## src/rtl/core/ddsp_pkg.sv

```systemverilog
// Package for the differential drive slew-limited PWM block.
// Holds command, direction and register index codes plus Q.12 constants.
// No dependencies.
`timescale 1ns / 1ps

package ddsp_pkg;

    // Q.12 fixed point: 1.0 is 4096
    localparam int unsigned QW       = 14;    // width of a Q.12 value in [-1.0, 1.0]
    localparam int          Q_ONE    = 4096;
    localparam int unsigned DUTY_W   = 8;
    localparam int unsigned DUTY_MAX = 255;

    // Register widths
    localparam int unsigned PERIOD_W = 16;
    localparam int unsigned SLEW_W   = 14;
    localparam int unsigned DBAND_W  = 13;
    localparam int unsigned CFG_AW   = 3;
    localparam int unsigned CFG_DW   = 16;

    // Register reset values
    localparam logic [PERIOD_W-1:0] PERIOD_RST = 16'd20;
    localparam logic [SLEW_W-1:0]   SLEW_RST   = 14'd205;
    localparam logic [DBAND_W-1:0]  DBAND_RST  = 13'd164;

    // Register indexes
    typedef enum logic [CFG_AW-1:0] {
        REG_TICK_PERIOD  = 3'd0,
        REG_SLEW_STEP    = 3'd1,
        REG_DEADBAND     = 3'd2,
        REG_INVERT_LEFT  = 3'd3,
        REG_INVERT_RIGHT = 3'd4
    } t_reg_idx;

    // Input commands
    typedef enum logic [1:0] {
        CMD_SET     = 2'd0,
        CMD_STOP    = 2'd1,
        CMD_TICK    = 2'd2,
        CMD_INHIBIT = 2'd3
    } t_cmd;

    // Direction codes
    typedef enum logic [1:0] {
        DIR_STOP = 2'd0,
        DIR_FWD  = 2'd1,
        DIR_REV  = 2'd2
    } t_dir;

endpackage

```

## src/rtl/core/differential_drive_slew_pwm.sv

```systemverilog
// Top level of the differential drive slew-limited PWM block.
// Input register, single-pass control logic and result register.
// Depends on ddsp_pkg.
`timescale 1ns / 1ps

// Takes one item per clock cycle while the input is not stalled. An accepted item
// is held in the input register; its result, if it has one, passes from there
// into the result register, which drives the output. Set and inhibit items,
// and tick items whose period has not yet run out, give no result and leave the
// input register at once. The input stalls only while a result-bearing item sits
// in the input register and the result register holds an item not yet taken.
module differential_drive_slew_pwm (
    input  logic                           i_clk,
    input  logic                           i_rst_n,
    // configuration write port
    input  logic                           i_cfg_we,
    input  logic [ddsp_pkg::CFG_AW-1:0]    i_cfg_addr,
    input  logic [ddsp_pkg::CFG_DW-1:0]    i_cfg_wdata,
    // input channel
    input  logic                           i_in_valid,
    output logic                           o_in_stall,
    input  logic [1:0]                     i_command,
    input  logic signed [15:0]             i_left_request,
    input  logic signed [15:0]             i_right_request,
    input  logic                           i_inhibit_value,
    input  logic [31:0]                    i_now_ms,
    // output channel
    output logic                           o_out_valid,
    input  logic                           i_out_stall,
    output logic [ddsp_pkg::DUTY_W-1:0]    o_left_duty,
    output logic [1:0]                     o_left_dir,
    output logic [ddsp_pkg::DUTY_W-1:0]    o_right_duty,
    output logic [1:0]                     o_right_dir,
    output logic signed [ddsp_pkg::QW-1:0] o_commanded_left,
    output logic signed [ddsp_pkg::QW-1:0] o_commanded_right
);

    localparam int unsigned QW = ddsp_pkg::QW;
    localparam int unsigned DW = ddsp_pkg::DUTY_W;
    localparam int unsigned MW = QW - 1;           // magnitude width
    localparam int unsigned PW = MW + DW;          // magnitude times 255

    // ------------------------------------------------------------------
    // Helpers
    // ------------------------------------------------------------------

    // Clamp a 16-bit request to plus or minus 1.0
    function automatic logic signed [QW-1:0] clamp_unit(input logic signed [15:0] v);
        logic signed [15:0] lim;
        lim = 16'(ddsp_pkg::Q_ONE);
        if (v > lim) begin
            return QW'(ddsp_pkg::Q_ONE);
        end else if (v < -lim) begin
            return QW'(-ddsp_pkg::Q_ONE);
        end else begin
            return v[QW-1:0];
        end
    endfunction

    // Move applied toward target by at most step
    function automatic logic signed [QW-1:0] slew_toward(
        input logic signed [QW-1:0]          applied,
        input logic signed [QW-1:0]          target,
        input logic [ddsp_pkg::SLEW_W-1:0]   step
    );
        logic signed [QW:0]   d;
        logic signed [QW+1:0] d_ext;
        logic signed [QW+1:0] s_ext;
        logic signed [QW:0]   sum;
        d     = {target[QW-1], target} - {applied[QW-1], applied};
        d_ext = {d[QW], d};
        s_ext = {2'b00, step};
        if (d_ext > s_ext) begin
            d_ext = s_ext;
        end else if (d_ext < -s_ext) begin
            d_ext = -s_ext;
        end
        sum = {applied[QW-1], applied} + d_ext[QW:0];
        return sum[QW-1:0];
    endfunction

    // Result fields for one side
    typedef struct packed {
        logic [DW-1:0]  duty;
        ddsp_pkg::t_dir dir;
    } t_side;

    function automatic t_side drive_side(
        input logic signed [QW-1:0]         v_in,
        input logic                         inv,
        input logic [ddsp_pkg::DBAND_W-1:0] dband
    );
        logic signed [QW-1:0] v;
        logic [QW-1:0]        neg;
        logic [MW-1:0]        mag;
        logic [PW-1:0]        prod;
        logic [PW-13:0]       pwm;
        t_side                r;
        v    = inv ? -v_in : v_in;
        neg  = -v;
        mag  = v[QW-1] ? neg[MW-1:0] : v[MW-1:0];
        if (mag < dband) begin
            v   = '0;
            mag = '0;
        end
        // times 255 as times 256 minus one
        prod = {mag, {DW{1'b0}}} - {{DW{1'b0}}, mag};
        pwm  = prod[PW-1:12];
        if (pwm > (PW-12)'(ddsp_pkg::DUTY_MAX)) begin
            r.duty = DW'(ddsp_pkg::DUTY_MAX);
        end else begin
            r.duty = pwm[DW-1:0];
        end
        if (v == '0) begin
            r.dir = ddsp_pkg::DIR_STOP;
        end else if (v[QW-1]) begin
            r.dir = ddsp_pkg::DIR_REV;
        end else begin
            r.dir = ddsp_pkg::DIR_FWD;
        end
        return r;
    endfunction

    // ------------------------------------------------------------------
    // Configuration registers
    // ------------------------------------------------------------------
    logic [ddsp_pkg::PERIOD_W-1:0] r_period;
    logic [ddsp_pkg::SLEW_W-1:0]   r_slew;
    logic [ddsp_pkg::DBAND_W-1:0]  r_dband;
    logic                          r_inv_left;
    logic                          r_inv_right;

    // Latch register writes
    always_ff @(posedge i_clk) begin
        if (!i_rst_n) begin
            r_period    <= ddsp_pkg::PERIOD_RST;
            r_slew      <= ddsp_pkg::SLEW_RST;
            r_dband     <= ddsp_pkg::DBAND_RST;
            r_inv_left  <= 1'b0;
            r_inv_right <= 1'b0;
        end else if (i_cfg_we) begin
            case (ddsp_pkg::t_reg_idx'(i_cfg_addr))
                ddsp_pkg::REG_TICK_PERIOD:  r_period    <= i_cfg_wdata[ddsp_pkg::PERIOD_W-1:0];
                ddsp_pkg::REG_SLEW_STEP:    r_slew      <= i_cfg_wdata[ddsp_pkg::SLEW_W-1:0];
                ddsp_pkg::REG_DEADBAND:     r_dband     <= i_cfg_wdata[ddsp_pkg::DBAND_W-1:0];
                ddsp_pkg::REG_INVERT_LEFT:  r_inv_left  <= i_cfg_wdata[0];
                ddsp_pkg::REG_INVERT_RIGHT: r_inv_right <= i_cfg_wdata[0];
                default: ;
            endcase
        end
    end

    // ------------------------------------------------------------------
    // Input register
    // ------------------------------------------------------------------
    logic                  r_in_valid;
    ddsp_pkg::t_cmd        r_cmd;
    logic signed [15:0]    r_left_req;
    logic signed [15:0]    r_right_req;
    logic                  r_inh_val;
    logic [31:0]           r_now;

    logic s1_fire;      // item leaves the input register
    logic s1_result;    // that item gives a result
    logic out_load;     // result register can take a new item
    logic in_accept;

    assign out_load   = !o_out_valid || !i_out_stall;
    assign o_in_stall = r_in_valid && s1_result && !out_load;
    assign in_accept  = i_in_valid && !o_in_stall;
    assign s1_fire    = r_in_valid && (!s1_result || out_load);

    // Advance the input register
    always_ff @(posedge i_clk) begin
        if (!i_rst_n) begin
            r_in_valid <= 1'b0;
        end else if (in_accept) begin
            r_in_valid <= 1'b1;
        end else if (s1_fire) begin
            r_in_valid <= 1'b0;
        end
    end

    // Hold the payload of the waiting item
    always_ff @(posedge i_clk) begin
        if (in_accept) begin
            r_cmd       <= ddsp_pkg::t_cmd'(i_command);
            r_left_req  <= i_left_request;
            r_right_req <= i_right_request;
            r_inh_val   <= i_inhibit_value;
            r_now       <= i_now_ms;
        end
    end

    // ------------------------------------------------------------------
    // Drive state and control logic
    // ------------------------------------------------------------------
    logic signed [QW-1:0] r_left_target, r_right_target;
    logic signed [QW-1:0] r_left_applied, r_right_applied;
    logic                 r_fwd_blocked;
    logic [31:0]          r_last_update;

    logic signed [QW-1:0] n_left_target, n_right_target;
    logic signed [QW-1:0] n_left_applied, n_right_applied;
    logic                 n_fwd_blocked;
    logic [31:0]          n_last_update;
    logic [31:0]          elapsed;
    logic                 tick_due;
    logic signed [QW-1:0] tgt_left, tgt_right;
    t_side                side_left, side_right;

    assign elapsed  = r_now - r_last_update;
    assign tick_due = elapsed >= {{(32-ddsp_pkg::PERIOD_W){1'b0}}, r_period};

    // Work out the next state for the waiting item
    always_comb begin
        n_left_target   = r_left_target;
        n_right_target  = r_right_target;
        n_left_applied  = r_left_applied;
        n_right_applied = r_right_applied;
        n_fwd_blocked   = r_fwd_blocked;
        n_last_update   = r_last_update;
        s1_result       = 1'b0;
        tgt_left        = r_left_target;
        tgt_right       = r_right_target;
        if (r_fwd_blocked) begin
            if (!r_left_target[QW-1])  tgt_left  = '0;
            if (!r_right_target[QW-1]) tgt_right = '0;
        end
        case (r_cmd)
            ddsp_pkg::CMD_SET: begin
                n_left_target  = clamp_unit(r_left_req);
                n_right_target = clamp_unit(r_right_req);
            end
            ddsp_pkg::CMD_STOP: begin
                n_left_target   = '0;
                n_right_target  = '0;
                n_left_applied  = '0;
                n_right_applied = '0;
                s1_result       = 1'b1;
            end
            ddsp_pkg::CMD_INHIBIT: begin
                n_fwd_blocked = r_inh_val;
            end
            ddsp_pkg::CMD_TICK: begin
                if (tick_due) begin
                    n_last_update   = r_now;
                    n_left_applied  = slew_toward(r_left_applied, tgt_left, r_slew);
                    n_right_applied = slew_toward(r_right_applied, tgt_right, r_slew);
                    s1_result       = 1'b1;
                end
            end
            default: ;
        endcase
        side_left  = drive_side(n_left_applied, r_inv_left, r_dband);
        side_right = drive_side(n_right_applied, r_inv_right, r_dband);
    end

    // Commit drive state as the item leaves
    always_ff @(posedge i_clk) begin
        if (!i_rst_n) begin
            r_left_target   <= '0;
            r_right_target  <= '0;
            r_left_applied  <= '0;
            r_right_applied <= '0;
            r_fwd_blocked   <= 1'b0;
            r_last_update   <= '0;
        end else if (s1_fire) begin
            r_left_target   <= n_left_target;
            r_right_target  <= n_right_target;
            r_left_applied  <= n_left_applied;
            r_right_applied <= n_right_applied;
            r_fwd_blocked   <= n_fwd_blocked;
            r_last_update   <= n_last_update;
        end
    end

    // ------------------------------------------------------------------
    // Result register
    // ------------------------------------------------------------------
    logic                 r_out_valid;
    logic [DW-1:0]        r_left_duty, r_right_duty;
    ddsp_pkg::t_dir       r_left_dir, r_right_dir;
    logic signed [QW-1:0] r_cmd_left, r_cmd_right;

    // Track result valid
    always_ff @(posedge i_clk) begin
        if (!i_rst_n) begin
            r_out_valid <= 1'b0;
        end else if (out_load) begin
            r_out_valid <= s1_fire && s1_result;
        end
    end

    // Load the result fields
    always_ff @(posedge i_clk) begin
        if (out_load && s1_fire && s1_result) begin
            r_left_duty  <= side_left.duty;
            r_left_dir   <= side_left.dir;
            r_right_duty <= side_right.duty;
            r_right_dir  <= side_right.dir;
            r_cmd_left   <= n_left_target;
            r_cmd_right  <= n_right_target;
        end
    end

    assign o_out_valid       = r_out_valid;
    assign o_left_duty       = r_left_duty;
    assign o_left_dir        = r_left_dir;
    assign o_right_duty      = r_right_duty;
    assign o_right_dir       = r_right_dir;
    assign o_commanded_left  = r_cmd_left;
    assign o_commanded_right = r_cmd_right;

    // ------------------------------------------------------------------
    // Assertions
    // ------------------------------------------------------------------

    // A stop item yields an all-zero result
    a_stop_zero: assert property (@(posedge i_clk) disable iff (!i_rst_n)
        (s1_fire && r_cmd == ddsp_pkg::CMD_STOP) |=>
            (o_out_valid && o_left_duty == '0 && o_right_duty == '0 &&
             o_left_dir == ddsp_pkg::DIR_STOP && o_right_dir == ddsp_pkg::DIR_STOP &&
             o_commanded_left == '0 && o_commanded_right == '0))
        else $error("stop result not zero");

    // Applied values never leave plus or minus 1.0
    a_applied_range: assert property (@(posedge i_clk) disable iff (!i_rst_n)
        (r_left_applied <= QW'(ddsp_pkg::Q_ONE) && r_left_applied >= QW'(-ddsp_pkg::Q_ONE) &&
         r_right_applied <= QW'(ddsp_pkg::Q_ONE) &&
         r_right_applied >= QW'(-ddsp_pkg::Q_ONE)))
        else $error("applied value out of range");

    // A result-bearing item never overwrites a result still waiting
    a_no_overwrite: assert property (@(posedge i_clk) disable iff (!i_rst_n)
        (o_out_valid && i_out_stall) |-> !(s1_fire && s1_result))
        else $error("result register overwritten while stalled");

    // A tick that is not due changes no drive state
    a_tick_hold: assert property (@(posedge i_clk) disable iff (!i_rst_n)
        (s1_fire && r_cmd == ddsp_pkg::CMD_TICK && !tick_due) |=>
            ($stable(r_left_applied) && $stable(r_right_applied) && $stable(r_last_update)))
        else $error("idle tick changed state");

    // Direction codes stay within stop, forward and reverse
    a_dir_code: assert property (@(posedge i_clk) disable iff (!i_rst_n)
        o_out_valid |-> (o_left_dir != 2'd3 && o_right_dir != 2'd3))
        else $error("invalid direction code");

endmodule
```

## config.mk

```make
export PLATFORM = sky130hd
export DESIGN_NAME = differential_drive_slew_pwm
export DESIGN_NICKNAME = d
export VERILOG_FILES = /design/src/rtl/core/ddsp_pkg.sv /design/src/rtl/core/differential_drive_slew_pwm.sv
export SDC_FILE = /design/constraint.sdc
export NUM_CORES = 1
export LEC_CHECK = 0
export ABC_CLOCK_PERIOD_IN_PS = 16750
export BUFFER_PORTS_ARGS = -buffer_cell sky130_fd_sc_hd__buf_2
export CORE_ASPECT_RATIO = 1.25
export CORE_MARGIN = 2
export CORE_UTILIZATION = 30
export CTS_CLUSTER_DIAMETER = 30
export DETAILED_ROUTE_END_ITERATION = 8
export GPL_ROUTABILITY_DRIVEN = 0
export PLACE_DENSITY_LB_ADDON = 0.15
export REMOVE_ABC_BUFFERS = 1
export SYNTH_ARGS = -nofsm -noshare
export SYNTH_HDL_FRONTEND = slang
export SYNTH_SLANG_ARGS = --single-unit
```

## constraint.sdc

```tcl
create_clock -name i_clk -period 16.75 [get_ports i_clk]
set_input_delay 1.675 -clock i_clk [delete_from_list [all_inputs] [get_ports i_clk]]
set_output_delay 1.675 -clock i_clk [all_outputs]
set_load 0.02 [all_outputs]
```

==> impl_metrics.py <==
metrics = {
    "outcome": {
        "status": "complete, no violations",
    },
    "sta": {
        "fin_crit_sh": 0.803,
        "hold_viol_final": 0,
        "setup_viol": 0,
        "max_freq_mhz": 74.3,
        "tightestPinTransition_ns": 1.19,
        "relSlewSlack": 0.207,
        "finalMaxSlewViolations": 0,
        "setup_tns_ns": 0,
        "rsz0062_at_grt": "false",
        "holdWs_ns": 0.459,
        "fin_skew_ns": 0.0434,
        "timing.final.crit_period_ns": 13.45,
    },
    "grt": {
        "grt_pass1_wl_um": 102000,
        "grt_usage": 0.185,
        "antenna_found_initial": 0,
        "grt_max_degree": 79,
        "grt-ovfl-total": 0,
        "grt_pass1_vias": 18300,
    },
    "power_and_ir_drop": {
        "power_density_nw_per_um2": 140,
        "power_uw": 3420,
        "sw_frac_of_total": 0.359,
        "ir_worst_vdd_mv": 0.0679,
        "combPwrFrac": 0.380,
        "power.leakage_uw": 0.00985,
        "switching_power_uw": 1230,
        "power_frac_seq": 0.212,
        "internal_power_uw": 2200,
        "power_frac_clock": 0.408,
    },
    "yosys": {
        "ys_ff_latch": 251,
        "synth_top_cell_by_area": "edfxtp_1",
        "avgSynthCellArea_um2": 8.39,
        "ys_seq_area_frac": 0.303,
        "ys_types": 105,
        "synthCells": 2427,
        "yosysWarnings": 0,
        "synthTopCellsByArea": "edfxtp_1 17%, dfxtp_1 13%, ha_1 13%",
        "ys.flop_type": "dfxtp_1",
        "synth_enable_flop_cells": 115,
        "synth_top_area_frac": 0.169,
        "async_flop_share": 0,
        "syn_area_um2": 20400,
    },
    "layout": {
        "diodes": 0,
        "final_common_cell": "nand2_1",
        "area_growth_pct": 20.0,
        "drive_gt1_frac": 0.131,
        "nFillCells": 6981,
        "final_cell_mix": "350 x nand2_1, 206 x ha_1, 160 x inv_1",
        "fin_nets": 2862,
    },
    "worst_hold_path": {
        "min_path_cells": 2,
        "hold_path.class": "flip-flop to flip-flop",
        "min_from": "r_dband[4]$_SDFFE_PN0P_",
        "holdPathEnd": "r_dband[4]$_SDFFE_PN0P_",
    },
    "clock_tree": {
        "cts.sinks": 251,
        "cts_resized": 0,
        "holdBufCountCts": 0,
        "path_clk_slew_ns": 0.05,
        "postCtsSetupBuffers": 0,
        "cts_tree": "done",
        "clk_path_buf_depth": 3,
        "clockRootBuffer": "clkbuf_16",
        "clock_latency_ns": 0.61,
        "htreeDepth": 3,
        "numCtsBuffers": 70,
    },
    "floorplanning": {
        "io-pin-count": 141,
        "die_w_um": 237,
        "core_area_um2": 67100,
        "start_util": 0.304,
        "die_h_um": 295,
        "num_rows": 106,
        "die_area_um2": 70000,
    },
    "drt": {
        "wirelength_um": 65400,
        "first_iter_violations": 1093,
        "wire_per_inst_um": 18.8,
        "postRouteAntennaNets": 0,
        "firstDrtPassIters": 5,
        "vias_per_cell": 5.31,
        "vias": 18500,
        "drc_errors": 0,
    },
    "worst_setup_path": {
        "timing.rr.start": "r_left_target[13]$_SDFFE_PN0P_",
        "r2r_slack_ns": 3.30,
        "arrival_ns": 13.76,
        "worstSetupStartpoint": "r_left_target[13]$_SDFFE_PN0P_",
        "reg2regPathDepth": 61,
        "slowest_delay_ns": 0.71,
        "slowest_stage": "xnor2_2",
        "start_kind": "flip-flop",
        "r2r-end": "o_left_duty[3]$_SDFFCE_PN1P_",
        "cp_max_fo": 27,
        "critPathRequiredTime_ns": 17.05,
        "cp_common_cell": "a21oi_1",
        "path_class": "flip-flop to flip-flop",
        "cp-end-kind": "flip-flop",
    },
    "job": {
        "maxCapViolCount": 0,
    },
    "placement": {
        "place_hpwl_um": 50900,
        "port_buffers": 140,
    },
}
critical path: cells and delay by family (launching register included):
kind | cells | cell delay (ns)
buffers and inverters | 2 | 0.51
adder cells (fa/ha/maj) | 6 | 1.81
flip-flops | 1 | 0.41
XOR/XNOR | 5 | 2.17
multiplexers | 2 | 0.40
AO/OA/AOI/OAI | 26 | 4.88
AND/OR/NAND/NOR | 20 | 2.93
power by group through the flow:
stage	clock [uW]	sequential (uW)	combinational, uW
6_report	1400	727	1300
5_1_grt	1470	729	1450
4_1_cts	1430	727	1300
3_5_place_dp	0	737	1290
3_3_place_gp	0	737	1280
2_1_floorplan	0	741	959
stage by stage:
stage          setup WS, ns  cell area, um2  utilization  std cells
6_report               3.30           24400        0.364       3480
5_1_grt                1.85           24400        0.364       3480
4_1_cts                3.20           24400        0.364       3480
3_5_place_dp           3.24           22000        0.327       3352
3_3_place_gp           3.39           22000        0.327       3352
2_1_floorplan          4.42           20000            -       2324
cells in the mapped netlist (9+ instances only):
cell type,instances
inv_1,160
o31ai_1,16
nor3_1,47
o21ai_1,13
a22oi_1,27
buf_2,14
a21oi_1,138
nand3b_1,9
nand4_1,25
and3_1,14
o211ai_1,26
nor4_1,13
and2_1,41
nor2_1,145
o22ai_1,11
dfxtp_1,136
edfxtp_1,115
a31oi_1,19
a21boi_0,99
o21a_1,29
xor2_1,40
ha_1,206
a21o_1,43
o21ai_0,93
a211oi_1,20
nand2b_1,28
a2111oi_0,9
mux2i_1,23
nand2_1,350
clkbuf_1,83
nor3b_1,13
nor2b_1,39
a22o_1,29
or2_2,12
o21bai_1,9
nand3_1,52
xnor2_1,76
o211a_1,23
or3_1,22
cells by family (layout without fill, tap and decap cells):
family                   Yosys count  count (layout)  share of synthesized area
AO/OA/AOI/OAI                    703             703                      0.246
XOR/XNOR                         121             121                     0.0542
adder cells (fa/ha/maj)          211             211                      0.131
buffers and inverters            265             454                     0.0504
flip-flops                       251             251                      0.303
multiplexers                      29              29                     0.0146
AND/OR/NAND/NOR                  847             847                      0.201
flip-flops by register name, indices dropped and copies added, names as in the netlist, 2 cells and up:
register and cells:
o_right_duty 8, r_cmd 2, o_right_dir 2, o_left_dir 2, r_right_req 16, r_left_target 14
r_left_req 16, r_now 32, r_dband 13, o_commanded_left 14, r_left_applied 14, o_left_duty 8
r_last_update 32, r_period 16, r_right_applied 14, o_commanded_right 14, r_right_target 14, r_slew 14
final cells by class:
cell class	count	area, um2	share of cell area
clock buffer	89	1910	0.0783
multi-input combinational	1911	13200	0.540
timing repair buffer	164	883	0.0361
inverter	162	608	0.0249
clock inverter	39	579	0.0237
tap	864	1080	0.0442
sequential	251	6180	0.253
worst max path at each step:
stage / endpoint / cells after the start
after floorplan: o_right_duty[1]$_SDFFCE_PN1P_ / 54
after global placement: o_left_duty[1]$_SDFFCE_PN1P_ / 62
after detailed placement: o_left_duty[7]$_SDFFCE_PN1P_ / 61
after CTS: o_left_duty[3]$_SDFFCE_PN1P_ / 61
after global routing: o_left_duty[3]$_SDFFCE_PN1P_ / 61
final: o_left_duty[3]$_SDFFCE_PN1P_ / 61
layer usage:
metal	wire length [um]	up-vias	part of all wire	track usage
met5	0	-	0	0
met4	2280	0	0.035	0.0807
met3	3060	113	0.047	0.0280
met2	31800	460	0.49	0.325
met1	28300	8795	0.43	0.223
li1	-	9098	-	-
Note: power is estimated with default switching activity, not from simulation.
